## src/hw/rtl/elr_pkg.sv

```systemverilog
// ----------------------------------------------------------------------------
// elr_pkg
// shared types, character codes and result tables of the echoing line receiver
// ----------------------------------------------------------------------------
package elr_pkg;

    typedef enum logic [2:0] {
        KIND_READ,
        KIND_PLAIN,
        KIND_CR,
        KIND_BS,
        KIND_OVF
    } t_kind;

    typedef enum logic [1:0] {
        EV_NONE,
        EV_LINE,
        EV_KEYWORD,
        EV_OVERFLOW
    } t_event;

    typedef struct packed {
        t_kind      kind;
        logic [7:0] rx_byte;
        t_event     evt;
        logic [7:0] line_len;
    } t_bundle;

    localparam logic [7:0] CH_CR  = 8'h0D;
    localparam logic [7:0] CH_LF  = 8'h0A;
    localparam logic [7:0] CH_BS  = 8'h08;
    localparam logic [7:0] CH_SP  = 8'h20;
    localparam logic [2:0] KEY_LAST = 3'd5;

    // keyword CLIENT, one char per position
    function automatic logic [7:0] key_char(input logic [2:0] pos);
        logic [7:0] c;
        case (pos)
            3'd0:    c = 8'h43;
            3'd1:    c = 8'h4C;
            3'd2:    c = 8'h49;
            3'd3:    c = 8'h45;
            3'd4:    c = 8'h4E;
            3'd5:    c = 8'h54;
            default: c = 8'h00;
        endcase
        return c;
    endfunction

    function automatic logic [2:0] result_count(input t_kind kind);
        logic [2:0] n;
        case (kind)
            KIND_READ:  n = 3'd1;
            KIND_PLAIN: n = 3'd1;
            KIND_CR:    n = 3'd2;
            KIND_BS:    n = 3'd3;
            KIND_OVF:   n = 3'd5;
            default:    n = 3'd1;
        endcase
        return n;
    endfunction

    function automatic logic [7:0] result_byte(input t_kind kind, input logic [2:0] pos,
                                               input logic [7:0] rx);
        logic [7:0] c;
        if (kind == KIND_READ) begin
            c = 8'h00;
        end else if (pos == 3'd0) begin
            c = rx;
        end else begin
            case (kind)
                KIND_CR:  c = CH_LF;
                KIND_BS:  c = (pos == 3'd1) ? CH_SP : CH_BS;
                KIND_OVF: c = (pos == 3'd1) ? CH_CR : CH_LF;
                default:  c = 8'h00;
            endcase
        end
        return c;
    endfunction

endpackage

```

## src/hw/rtl/echoing_line_receiver.sv

```systemverilog
// ----------------------------------------------------------------------------
// echoing_line_receiver
// terminal line editor: echoes received bytes, edits a line store, reports
// line end, keyword and overflow events, and reads back stored bytes
// ----------------------------------------------------------------------------
// flow: an accepted input word waits in the input register until the result
//   register is free; that register sends its 1 to 5 result words in order, one
//   per cycle while m_axis_tready is high, and takes the next word with the last
// reset: synchronous, clears fill count and pipeline, capacity back to 256;
//   the line store is not cleared
module echoing_line_receiver #(
    parameter int LINE_DEPTH = 256
) (
    input  logic        i_clk,
    input  logic        i_rst_n,
    input  logic        s_axis_tvalid,
    output logic        s_axis_tready,
    input  logic [15:0] s_axis_tdata,   // rx_byte, read_index
    input  logic        s_axis_tuser,   // operation
    output logic        m_axis_tvalid,
    input  logic        m_axis_tready,
    output logic [31:0] m_axis_tdata,   // out_byte, event_res, line_length, read_data
    output logic        m_axis_tuser,   // echo_valid
    output logic        m_axis_tlast,   // last
    input  logic        psel,
    input  logic        penable,
    input  logic        pwrite,
    input  logic [2:0]  paddr,
    input  logic [31:0] pwdata,
    output logic [31:0] prdata,
    output logic        pready
);
    import elr_pkg::*;

    logic       r_in_valid;
    logic       r_in_op;
    logic [7:0] r_in_byte;
    logic [7:0] r_in_idx;
    logic [8:0] r_capacity;

    logic       take;
    logic       ser_free;
    t_bundle    bundle;
    logic [7:0] rdata;
    logic [7:0] fill;

    assign pready = 1'b1;
    assign prdata = paddr[2] ? 32'd0 : {23'd0, r_capacity};

    always_ff @(posedge i_clk) begin
        if (!i_rst_n) begin
            r_capacity <= 9'd256;
        end else if (psel && penable && pwrite && pready && !paddr[2]) begin
            r_capacity <= pwdata[8:0];
        end
    end

    assign take          = r_in_valid && ser_free;
    assign s_axis_tready = !r_in_valid || take;

    always_ff @(posedge i_clk) begin
        if (!i_rst_n) begin
            r_in_valid <= 1'b0;
        end else if (s_axis_tvalid && s_axis_tready) begin
            r_in_valid <= 1'b1;
        end else if (take) begin
            r_in_valid <= 1'b0;
        end
    end

    always_ff @(posedge i_clk) begin
        if (s_axis_tvalid && s_axis_tready) begin
            r_in_op   <= s_axis_tuser;
            r_in_byte <= s_axis_tdata[7:0];
            r_in_idx  <= s_axis_tdata[15:8];
        end
    end

    elr_core #(
        .LINE_DEPTH(LINE_DEPTH)
    ) u_core (
        .i_clk        (i_clk),
        .i_rst_n      (i_rst_n),
        .i_take       (take),
        .i_op         (r_in_op),
        .i_rx_byte    (r_in_byte),
        .i_read_index (r_in_idx),
        .i_capacity   (r_capacity),
        .o_bundle     (bundle),
        .o_rdata      (rdata),
        .o_fill       (fill)
    );

    elr_serializer u_ser (
        .i_clk         (i_clk),
        .i_rst_n       (i_rst_n),
        .i_load        (take),
        .i_bundle      (bundle),
        .i_rdata       (rdata),
        .o_free        (ser_free),
        .m_axis_tvalid (m_axis_tvalid),
        .m_axis_tready (m_axis_tready),
        .m_axis_tdata  (m_axis_tdata),
        .m_axis_tuser  (m_axis_tuser),
        .m_axis_tlast  (m_axis_tlast)
    );

    a_event_on_last: assert property (@(posedge i_clk) disable iff (!i_rst_n)
        m_axis_tvalid && m_axis_tdata[9:8] != 2'd0 |-> m_axis_tlast)
        else $error("event on a non-final result word");

    a_read_single: assert property (@(posedge i_clk) disable iff (!i_rst_n)
        m_axis_tvalid && !m_axis_tuser |-> m_axis_tlast)
        else $error("read result is not a single final word");

    a_event_clears_fill: assert property (@(posedge i_clk) disable iff (!i_rst_n)
        take && bundle.evt != EV_NONE |=> fill == 8'd0)
        else $error("fill count not cleared after an event");

    a_take_when_free: assert property (@(posedge i_clk) disable iff (!i_rst_n)
        take |=> m_axis_tvalid)
        else $error("taken item produced no result word");

endmodule

```

## src/hw/rtl/elr_core.sv

```systemverilog
// ----------------------------------------------------------------------------
// elr_core
// line store, fill count and keyword tracking; decides the results of one word
// ----------------------------------------------------------------------------
module elr_core #(
    parameter int LINE_DEPTH = 256
) (
    input  logic              i_clk,
    input  logic              i_rst_n,
    input  logic              i_take,
    input  logic              i_op,
    input  logic [7:0]        i_rx_byte,
    input  logic [7:0]        i_read_index,
    input  logic [8:0]        i_capacity,
    output elr_pkg::t_bundle  o_bundle,
    output logic [7:0]        o_rdata,
    output logic [7:0]        o_fill
);
    import elr_pkg::*;

    localparam int AW = $clog2(LINE_DEPTH);
    localparam int XW = (AW > 8) ? AW : 8;
    localparam logic [8:0] DEPTH_CAP = (LINE_DEPTH > 256) ? 9'd256 : 9'(LINE_DEPTH);

    logic [7:0] r_store [LINE_DEPTH];
    logic [2:0] r_kmap  [LINE_DEPTH];
    logic [7:0] r_fill;
    logic [2:0] r_ktop;
    logic [7:0] r_rdata;

    logic [8:0]    cap_c;
    logic [7:0]    limit;
    logic [7:0]    n_fill;
    logic [2:0]    n_k;
    logic          wr;
    t_kind         kind;
    t_event        evt;
    logic [7:0]    len;
    logic [7:0]    eff_fill;
    logic [7:0]    kidx;
    logic [XW-1:0] fill_x;
    logic [XW-1:0] rd_x;
    logic [XW-1:0] k_x;
    logic [AW-1:0] fill_addr;
    logic [AW-1:0] rd_addr;
    logic [AW-1:0] k_addr;
    logic          oor;

    always_comb begin
        cap_c = (i_capacity == 9'd0) ? 9'd1 : i_capacity;
        if (cap_c > DEPTH_CAP) begin
            cap_c = DEPTH_CAP;
        end
        limit = 8'(cap_c - 9'd1);

        n_fill = r_fill;
        n_k    = 3'd0;
        wr     = 1'b0;
        kind   = KIND_PLAIN;
        evt    = EV_NONE;
        len    = 8'd0;

        if (i_op) begin
            kind = KIND_READ;
        end else begin
            case (i_rx_byte)
                CH_CR: begin
                    kind = KIND_CR;
                    evt  = EV_LINE;
                end
                CH_BS: begin
                    if (r_fill != 8'd0) begin
                        kind   = KIND_BS;
                        n_fill = r_fill - 8'd1;
                    end
                end
                default: begin
                    if (r_fill < limit) begin
                        wr     = 1'b1;
                        n_fill = r_fill + 8'd1;
                        if (i_rx_byte == key_char(r_ktop)) begin
                            n_k = r_ktop + 3'd1;
                        end else if (i_rx_byte == key_char(3'd0)) begin
                            n_k = 3'd1;
                        end
                        if (r_ktop == KEY_LAST && i_rx_byte == key_char(KEY_LAST)) begin
                            evt = EV_KEYWORD;
                        end
                    end else begin
                        kind = KIND_OVF;
                        evt  = EV_OVERFLOW;
                    end
                end
            endcase
        end

        if (evt != EV_NONE) begin
            len    = n_fill;
            n_fill = 8'd0;
        end

        eff_fill = i_take ? n_fill : r_fill;
        kidx     = eff_fill - 8'd1;
        fill_x   = XW'(r_fill);
        rd_x     = XW'(i_read_index);
        k_x      = XW'(kidx);
        fill_addr = fill_x[AW-1:0];
        rd_addr   = rd_x[AW-1:0];
        k_addr    = k_x[AW-1:0];
        oor       = {1'b0, i_read_index} >= DEPTH_CAP;
    end

    always_ff @(posedge i_clk) begin
        if (i_take && wr) begin
            r_store[fill_addr] <= i_rx_byte;
            r_kmap[fill_addr]  <= n_k;
        end
        if (i_take && i_op) begin
            r_rdata <= oor ? 8'd0 : r_store[rd_addr];
        end
    end

    // match depth of the newest stored char, bypassed on a write
    always_ff @(posedge i_clk) begin
        if (!i_rst_n) begin
            r_fill <= 8'd0;
            r_ktop <= 3'd0;
        end else begin
            if (i_take) begin
                r_fill <= n_fill;
            end
            if (eff_fill == 8'd0) begin
                r_ktop <= 3'd0;
            end else if (i_take && wr) begin
                r_ktop <= n_k;
            end else begin
                r_ktop <= r_kmap[k_addr];
            end
        end
    end

    assign o_bundle.kind     = kind;
    assign o_bundle.rx_byte  = i_rx_byte;
    assign o_bundle.evt      = evt;
    assign o_bundle.line_len = len;
    assign o_rdata           = r_rdata;
    assign o_fill            = r_fill;

endmodule

```

## src/hw/rtl/elr_serializer.sv

```systemverilog
// ----------------------------------------------------------------------------
// elr_serializer
// result register; sends the one to five result words of an item in order
// ----------------------------------------------------------------------------
module elr_serializer (
    input  logic              i_clk,
    input  logic              i_rst_n,
    input  logic              i_load,
    input  elr_pkg::t_bundle  i_bundle,
    input  logic [7:0]        i_rdata,
    output logic              o_free,
    output logic              m_axis_tvalid,
    input  logic              m_axis_tready,
    output logic [31:0]       m_axis_tdata,  // out_byte, event_res, line_length, read_data
    output logic              m_axis_tuser,  // echo_valid
    output logic              m_axis_tlast
);
    import elr_pkg::*;

    logic       r_valid;
    t_bundle    r_bundle;
    logic [2:0] r_idx;

    logic       last;
    logic [7:0] out_byte;
    logic [1:0] ev_bits;
    logic [7:0] len;
    logic [7:0] rdata;

    always_comb begin
        last     = (r_idx == result_count(r_bundle.kind) - 3'd1);
        out_byte = result_byte(r_bundle.kind, r_idx, r_bundle.rx_byte);
        ev_bits  = last ? r_bundle.evt : EV_NONE;
        len      = last ? r_bundle.line_len : 8'd0;
        rdata    = (r_bundle.kind == KIND_READ) ? i_rdata : 8'd0;
        o_free   = !r_valid || (m_axis_tready && last);
    end

    always_ff @(posedge i_clk) begin
        if (!i_rst_n) begin
            r_valid <= 1'b0;
            r_idx   <= 3'd0;
        end else if (i_load) begin
            r_valid <= 1'b1;
            r_idx   <= 3'd0;
        end else if (r_valid && m_axis_tready) begin
            if (last) begin
                r_valid <= 1'b0;
                r_idx   <= 3'd0;
            end else begin
                r_idx <= r_idx + 3'd1;
            end
        end
    end

    always_ff @(posedge i_clk) begin
        if (i_load) begin
            r_bundle <= i_bundle;
        end
    end

    assign m_axis_tvalid = r_valid;
    assign m_axis_tdata  = {6'd0, rdata, len, ev_bits, out_byte};
    assign m_axis_tuser  = (r_bundle.kind != KIND_READ);
    assign m_axis_tlast  = last;

endmodule

```

## config.mk

```make
export PLATFORM = sky130hd
export DESIGN_NAME = echoing_line_receiver
export DESIGN_NICKNAME = d
export VERILOG_FILES = /design/src/hw/rtl/elr_pkg.sv /design/src/hw/rtl/echoing_line_receiver.sv /design/src/hw/rtl/elr_core.sv /design/src/hw/rtl/elr_serializer.sv
export SDC_FILE = /design/constraint.sdc
export NUM_CORES = 2
export LEC_CHECK = 0
export BUFFER_PORTS_ARGS = -buffer_cell sky130_fd_sc_hd__buf_4
export CAP_MARGIN = 25
export CORE_UTILIZATION = 39
export DETAILED_ROUTE_END_ITERATION = 10
export GPL_TIMING_DRIVEN = 1
export SYNTH_ARGS = -nofsm -noshare
export SYNTH_HDL_FRONTEND = slang
export SYNTH_SLANG_ARGS = --single-unit
```

## constraint.sdc

```tcl
create_clock -name i_clk -period 13.9 [get_ports i_clk]
set_input_delay 2.085 -clock i_clk [delete_from_list [all_inputs] [get_ports i_clk]]
set_output_delay 2.085 -clock i_clk [all_outputs]
set_load 0.02 [all_outputs]
```

# == Word level (Yosys, flattened, before mapping) ==
# Memory sizes are Yosys's and may differ from the RTL's. A register that Yosys moved wholly into a read port is not among the register bits.
# Index checks and enable logic that the tools add are counted.
# word_totals
mem_bits_rw,2816
latch_bits,0
memories,2
regBits,60
out_inout_bits,69
mem_bits_ro,0
in_bits,59
# memory_table
memory,words,width,rd,rd_ports_with_merged_regs,wr,line,text
u_core.r_store,256,8,1,1,1,elr_core.sv:25,logic [7:0] r_store [LINE_DEPTH];
u_core.r_kmap,256,3,1,1,1,elr_core.sv:26,logic [2:0] r_kmap [LINE_DEPTH];
# op_classes
n_eq_ne,15
div_mod_pow,0
multipliers,0
mux,45
reduce_logical,30
n_bitwise,1
order_cmp,2
n_shift,0
n_addsub,7
# ops
op,count
$mux 8,13
$pmux 7 s6,1
$pmux 8 s3,1
$sub 8x1->8 const B,3
$mux 3,7
$mux 9,2
$eq 8x4->1 const B,2
$eq 8x7->1 const B,2
$pmux 8 s2,1
$eq 3x2->1 const B,4
$mux 1,11
$logic_and 1x1->1,10
$mux 2,5
$eq 3x3->1 const B,3
$gt 9x9->1 const B,1
$logic_not 3->1,3
$logic_not 9->1,1
$pmux 3 s3,1
$add 8x1->8 const B,1
$eq 8x8->1,1
$logic_not 8->1,1
$lt 8x8->1,1
$reduce_bool 2->1,4
$reduce_bool 8->1,1
other kinds (13),20

# == Depth between registers and ports, before layout ==
# depth
ltp_word,14
mapped_depth,36

# == Hierarchy ==
# From an unflattened synthesis, not the netlist that was laid out.
# hier_totals
cells_unflattened,5151
area_unflattened_um2,113463.8
# by_module_without_submodules
module,cells_each,area_each_um2,instances,seq_area_each_um2
elr_core,4934,110955.2,1,85021.5
elr_serializer,119,1307.5,1,710.7
echoing_line_receiver,98,1201.2,1,710.7

# == Least setup slack after synthesis ==
# No wires, ideal clock.
# synth_path
path_type,register -> register
from,register r_in_byte[1]
to,"memory u_core.r_kmap[0][0], data pin"
setup_time_ns,1.396
stages_incl_launch_ff,8
t_arrival_ns,10.701
synth_period_minus_slack_ns,12.097
path_slack_ns,1.803
required_ns,12.504
path_cell_list,edfxtp_1 buf_2 or4b_1 buf_2 o31ai_2 a211oi_1 nand2_1 nor2_1
# synth_between
elab_chain_len,6
# synth_rtl
element,line,text
start: declaration,echoing_line_receiver.sv:37,logic [7:0] r_in_byte;
start signal: assignment,echoing_line_receiver.sv:74,r_in_byte <= s_axis_tdata[7:0];
$eq 8x7->1,elr_core.sv:83,end else if (i_rx_byte == key_char(3'd0)) begin
$mux 1,elr_core.sv:83,
$mux 3,elr_core.sv:81,if (i_rx_byte == key_char(r_ktop)) begin
$mux 3,elr_core.sv:78,if (r_fill < limit) begin
$mux 3 (*),elr_core.sv:66,case (i_rx_byte)
$mux 3 (*),elr_core.sv:63,if (i_op) begin
via u_core.n_k[0],elr_core.sv:34,logic [2:0] n_k;
end: declaration,elr_core.sv:26,
# The timed path passes the listed nets; every way through them passes the cells marked *.

# == Worst setup path after layout ==
# layout_path
from,register r_capacity[3]
to,register u_core.r_ktop[1] (read register of u_core.r_kmap)
# layout_between
elab_chain_len,14
# layout_rtl
element,line,text
start: declaration,echoing_line_receiver.sv:39,logic [8:0] r_capacity;
start signal: assignment,echoing_line_receiver.sv:54,r_capacity <= pwdata[8:0];
$logic_not 9->1,elr_core.sv:50,cap_c = (i_capacity == 9'd0) ? 9'd1 : i_capacity;
$mux 9 (*),elr_core.sv:50,
$gt 9x9->1,elr_core.sv:51,if (cap_c > DEPTH_CAP) begin
$mux 8 (*),elr_core.sv:51,
$sub 8x1->8 (*),elr_core.sv:54,limit = 8'(cap_c - 9'd1);
$lt 8x8->1 (*),elr_core.sv:78,
$mux 2,elr_core.sv:78,
$pmux 2 s2,elr_core.sv:66,
$mux 2,elr_core.sv:63,
$reduce_bool 2->1,elr_core.sv:97,if (evt != EV_NONE) begin
$mux 8 (*),elr_core.sv:97,
$mux 8 (*),-,
"parallel branches: the longest is 2 deep, another holds $sub 8x1->8",-,
end: declaration,elr_core.sv:28,logic [2:0] r_ktop;
# Every way passes the cells marked *.
# A chain may end at the register's enable or synchronous reset.

==> summary.md <==
| Metric | Value |
|---|---|
| Remaining DRCs | 0 |
| Clk root buf | clkbuf_16 |
| CTS tree | yes |
| R2R cell count | 26 |
| Grt met3 use | under 10% |
| Die area | 0.294 mm^2 |
| Main flop type after synthesis | edfxtp_1 |
| Reg-to-reg slack, setup | roughly 5 ns |
| Worst r2r src | r_capacity[3] |
| Fmax | 0.112 GHz |
| Top post-synthesis cells by count | edfxtp_1 (2,862), mux4_2 (807), nor2_1 (323) |
| Status | completed |
| Post-DR vias/cell | approximately 5.6 |
| Met1 usage | 26.0% |
| Core area | 0.291 mm^2 |
| Num rows | 198 |
| Most frequent cell on the critical path | ha_1 |
| Clock latency on the worst-skew pair | 0.95 ns |
| Final Core Density | around 45% |
| Total grt overflow | 0 |
| GPL Wtd Cong | 0.834 |
| Pre-CTS setup slack | 5.07 ns |
| Final WS setup | between 5 and 6 ns |
| Post-synth EDFFs | 2,862 |
| Post-CTS setup buffer count | 0 |
| CP arrival | about 9.7 ns |
| Die Y | 542 um |
| First-pass GRT wire length | 399,000 um |
| Async S/R FF share, synth | 0% |
| H-tree Lvls | 5 |
| Hold path startpoint | r_capacity[6] |
| Worst hold stages | 2 |
| Dpl hpwl | around 170,000 um |
| Num CTS Buffers | 311 |
| Final setup skew | 0.0686 ns |
| Max Slew Vio Count | 0 |
| Slowest CP cell | nor4_1 |
| Initial Util | between 30 and 40% |
| Yosys top cell area share | 75.5% |
| Relative slew slack | 7.90% |
| End of the worst register-to-register path | u_core.r_ktop[1] |
| Hold buffers post-CTS | 0 |
| Clk buf depth | 4 |
| Final Power | 18.7 mW |
| Clock transition at path regs | 0.06 ns |
| Largest net degree at the start of global routing | 258 |
| Met2 global-route usage | 29.7% |
| I/O Buffers | about 70 |
| Total GRT Usage | 18.7% |
| Distinct cells, synth | 113 |
| WHS Endpoint | r_capacity[6] |
| Final Critical Period | 8.90 ns |
| Routed WL per cell | 27.9 um |
| Max rail drop VDD | 0.000139 V |
| Leak | 42.8 nW |
| Post-Syn Instances | 5,303 |
| Fin. Hold Viols | 0 |
| Final WL | between 200,000 and 300,000 um |
| Largest cells by area after synthesis | edfxtp_1 (75%), mux4_2 (16%), nor2_1 (1.1%) |
| CP Capture Type | register |
| Initial antenna violation count | 6 |
| Post-synth top area cell | edfxtp_1 |
| Max FO, Critical Path | 82 |
| Yosys warnings | 0 |
| Antenna viol nets, final | 0 |
| Setup Crit Path Kind | reg -> reg |
| Seq/Total Area, Yosys | between 70% and 80% |
| Via Count | 55,361 |
| CP Launch Type | register |
| Final nets | 5,838 |
| Fin crit share | between 60% and 70% |
| RSZ-0062 raised after global routing | no |
| Crit path required time | 14.66 ns |
| Number of synthesized register bits | 2,887 |
| I/O pin count | 128 |
| Layout cells sized above 1 | 28.8% |
| Area Growth Syn to Fin | 14.6% |
| Num Clock Sinks | 2,887 |
| Post-Syn Area | ~0.11 mm^2 |
| Max Cap Viol | 0 |
| Pwr dens | 143 mW/mm^2 |
| Die W | ~540 um |
| Slew @ Worst Pin | 1.38 ns |
| Setup Viol. Count Final | 0 |
| DR iter-0 viols | 6,379 |
| Initial DRT Pass Iterations | 6 |
| Worst path max stage delay | 0.94 ns |
| Most numerous cell in the Yosys netlist | edfxtp_1 |
| Post-Route Setup TNS | 0 ns |
| Gr busiest metal | met2 |
| Post_cts resized | 0 |
| Syn Area/Cell | 21.5 um^2 |
| Number of global-route vias before repair | roughly 56,000 |
| Hold WC Path Type | reg -> reg |
## critical path: cells and delay by family, from the launching register on
family                   cells  cell delay (ns)
AO/OA/AOI/OAI                8             1.82
XOR/XNOR                     1             0.19
adder cells (fa/ha/maj)      3             0.95
buffers and inverters        2             0.66
flip-flops                   1             0.37
multiplexers                 4             1.56
AND/OR/NAND/NOR              8             3.00
## per-layer routing
layer  routed length, um  part of all wire (%)  up-vias
met1              115000                    42    29624
met4                9520                   3.5        2
met5                   9                0.0033        -
li1                    -                     -    22985
met2              131000                    48     2260
met3               20300                   7.4      490
## cell families after synthesis
kind of cell               share of synthesized area, %
AOI/OAI and AO/OA                                  1.76
xor gates and xnor gates                          0.219
adders and majority gates                         0.242
buffers and inverters                              1.60
DFF                                                75.9
muxes                                              17.0
other                                           0.00660
and+or+nand+nor                                    3.21
## placed cells by master (no fill, tap or decap), types with 17 or more instances in the layout
master / Yosys / routed
edfxtp_1: 2862 / 2862
mux4_2: 807 / 807
buf_4: 40 / 399
nor2_1: 323 / 321
clkbuf_16: 0 / 317
nand2_1: 245 / 245
mux2i_1: 111 / 110
nand3_1: 96 / 81
clkinv_1: 0 / 76
clkbuf_1: 171 / 58
clkinv_2: 0 / 43
a21oi_1: 37 / 36
o21ai_0: 35 / 35
conb_1: 2 / 30
buf_6: 15 / 28
nor2b_1: 26 / 26
dfxtp_1: 25 / 25
inv_1: 25 / 24
and2_1: 23 / 23
ha_1: 22 / 22
bufinv_16: 0 / 22
and3_1: 23 / 21
a32oi_1: 20 / 20
a311oi_1: 17 / 17
## report_power, final
part	switching (mW)	total [mW]	internal, mW
registers	0.0150	9.57	9.55
logic	0.868	1.35	0.487
clock network	3.23	7.80	4.57
total	4.12	18.7	14.6
## registers in the layout, indices dropped and copies added, names as in the netlist, 3 cells and up
signal,flops
u_core.r_kmap,768
u_core.o_rdata,8
u_core.o_fill,8
u_core.r_store,2048
r_in_byte,8
u_ser.r_bundle,21
u_core.r_ktop,3
u_ser.r_idx,3
r_in_idx,8
r_capacity,9
## how the worst max path moves through the flow
stage                          endpoint  depth (start not counted)           from
floorplan           u_core.r_kmap[0][0]                          7   r_in_byte[1]
global placement       u_core.r_ktop[1]                         26  r_capacity[3]
detailed placement     u_core.r_ktop[1]                         26  r_capacity[3]
CTS                    u_core.r_ktop[1]                         26  r_capacity[3]
global route           u_core.r_ktop[1]                         26  r_capacity[3]
finish                 u_core.r_ktop[1]                         26  r_capacity[3]
## stage by stage
stage,hold WS [ns],instance area (um^2),std cells
after global placement,0.491,120000,9232
after detailed placement,0.502,121000,9319
final,0.522,131000,9878
after global routing,0.564,131000,9877
after floorplan,0.460,114000,5331
after CTS,0.517,130000,9852
## cell type report
type,count,area (um^2)
Clock inverter,157,1330
Sequential cell,2887,86400
Tap cell,3900,4880
Inverter,28,134
Antenna cell,1,2.50
Clock buffer,376,8160
Timing Repair Buffer,444,3700
Fill cell,24219,160000
Multi-Input combinational cell,2085,25900
Power figures use the tool's default switching activity.
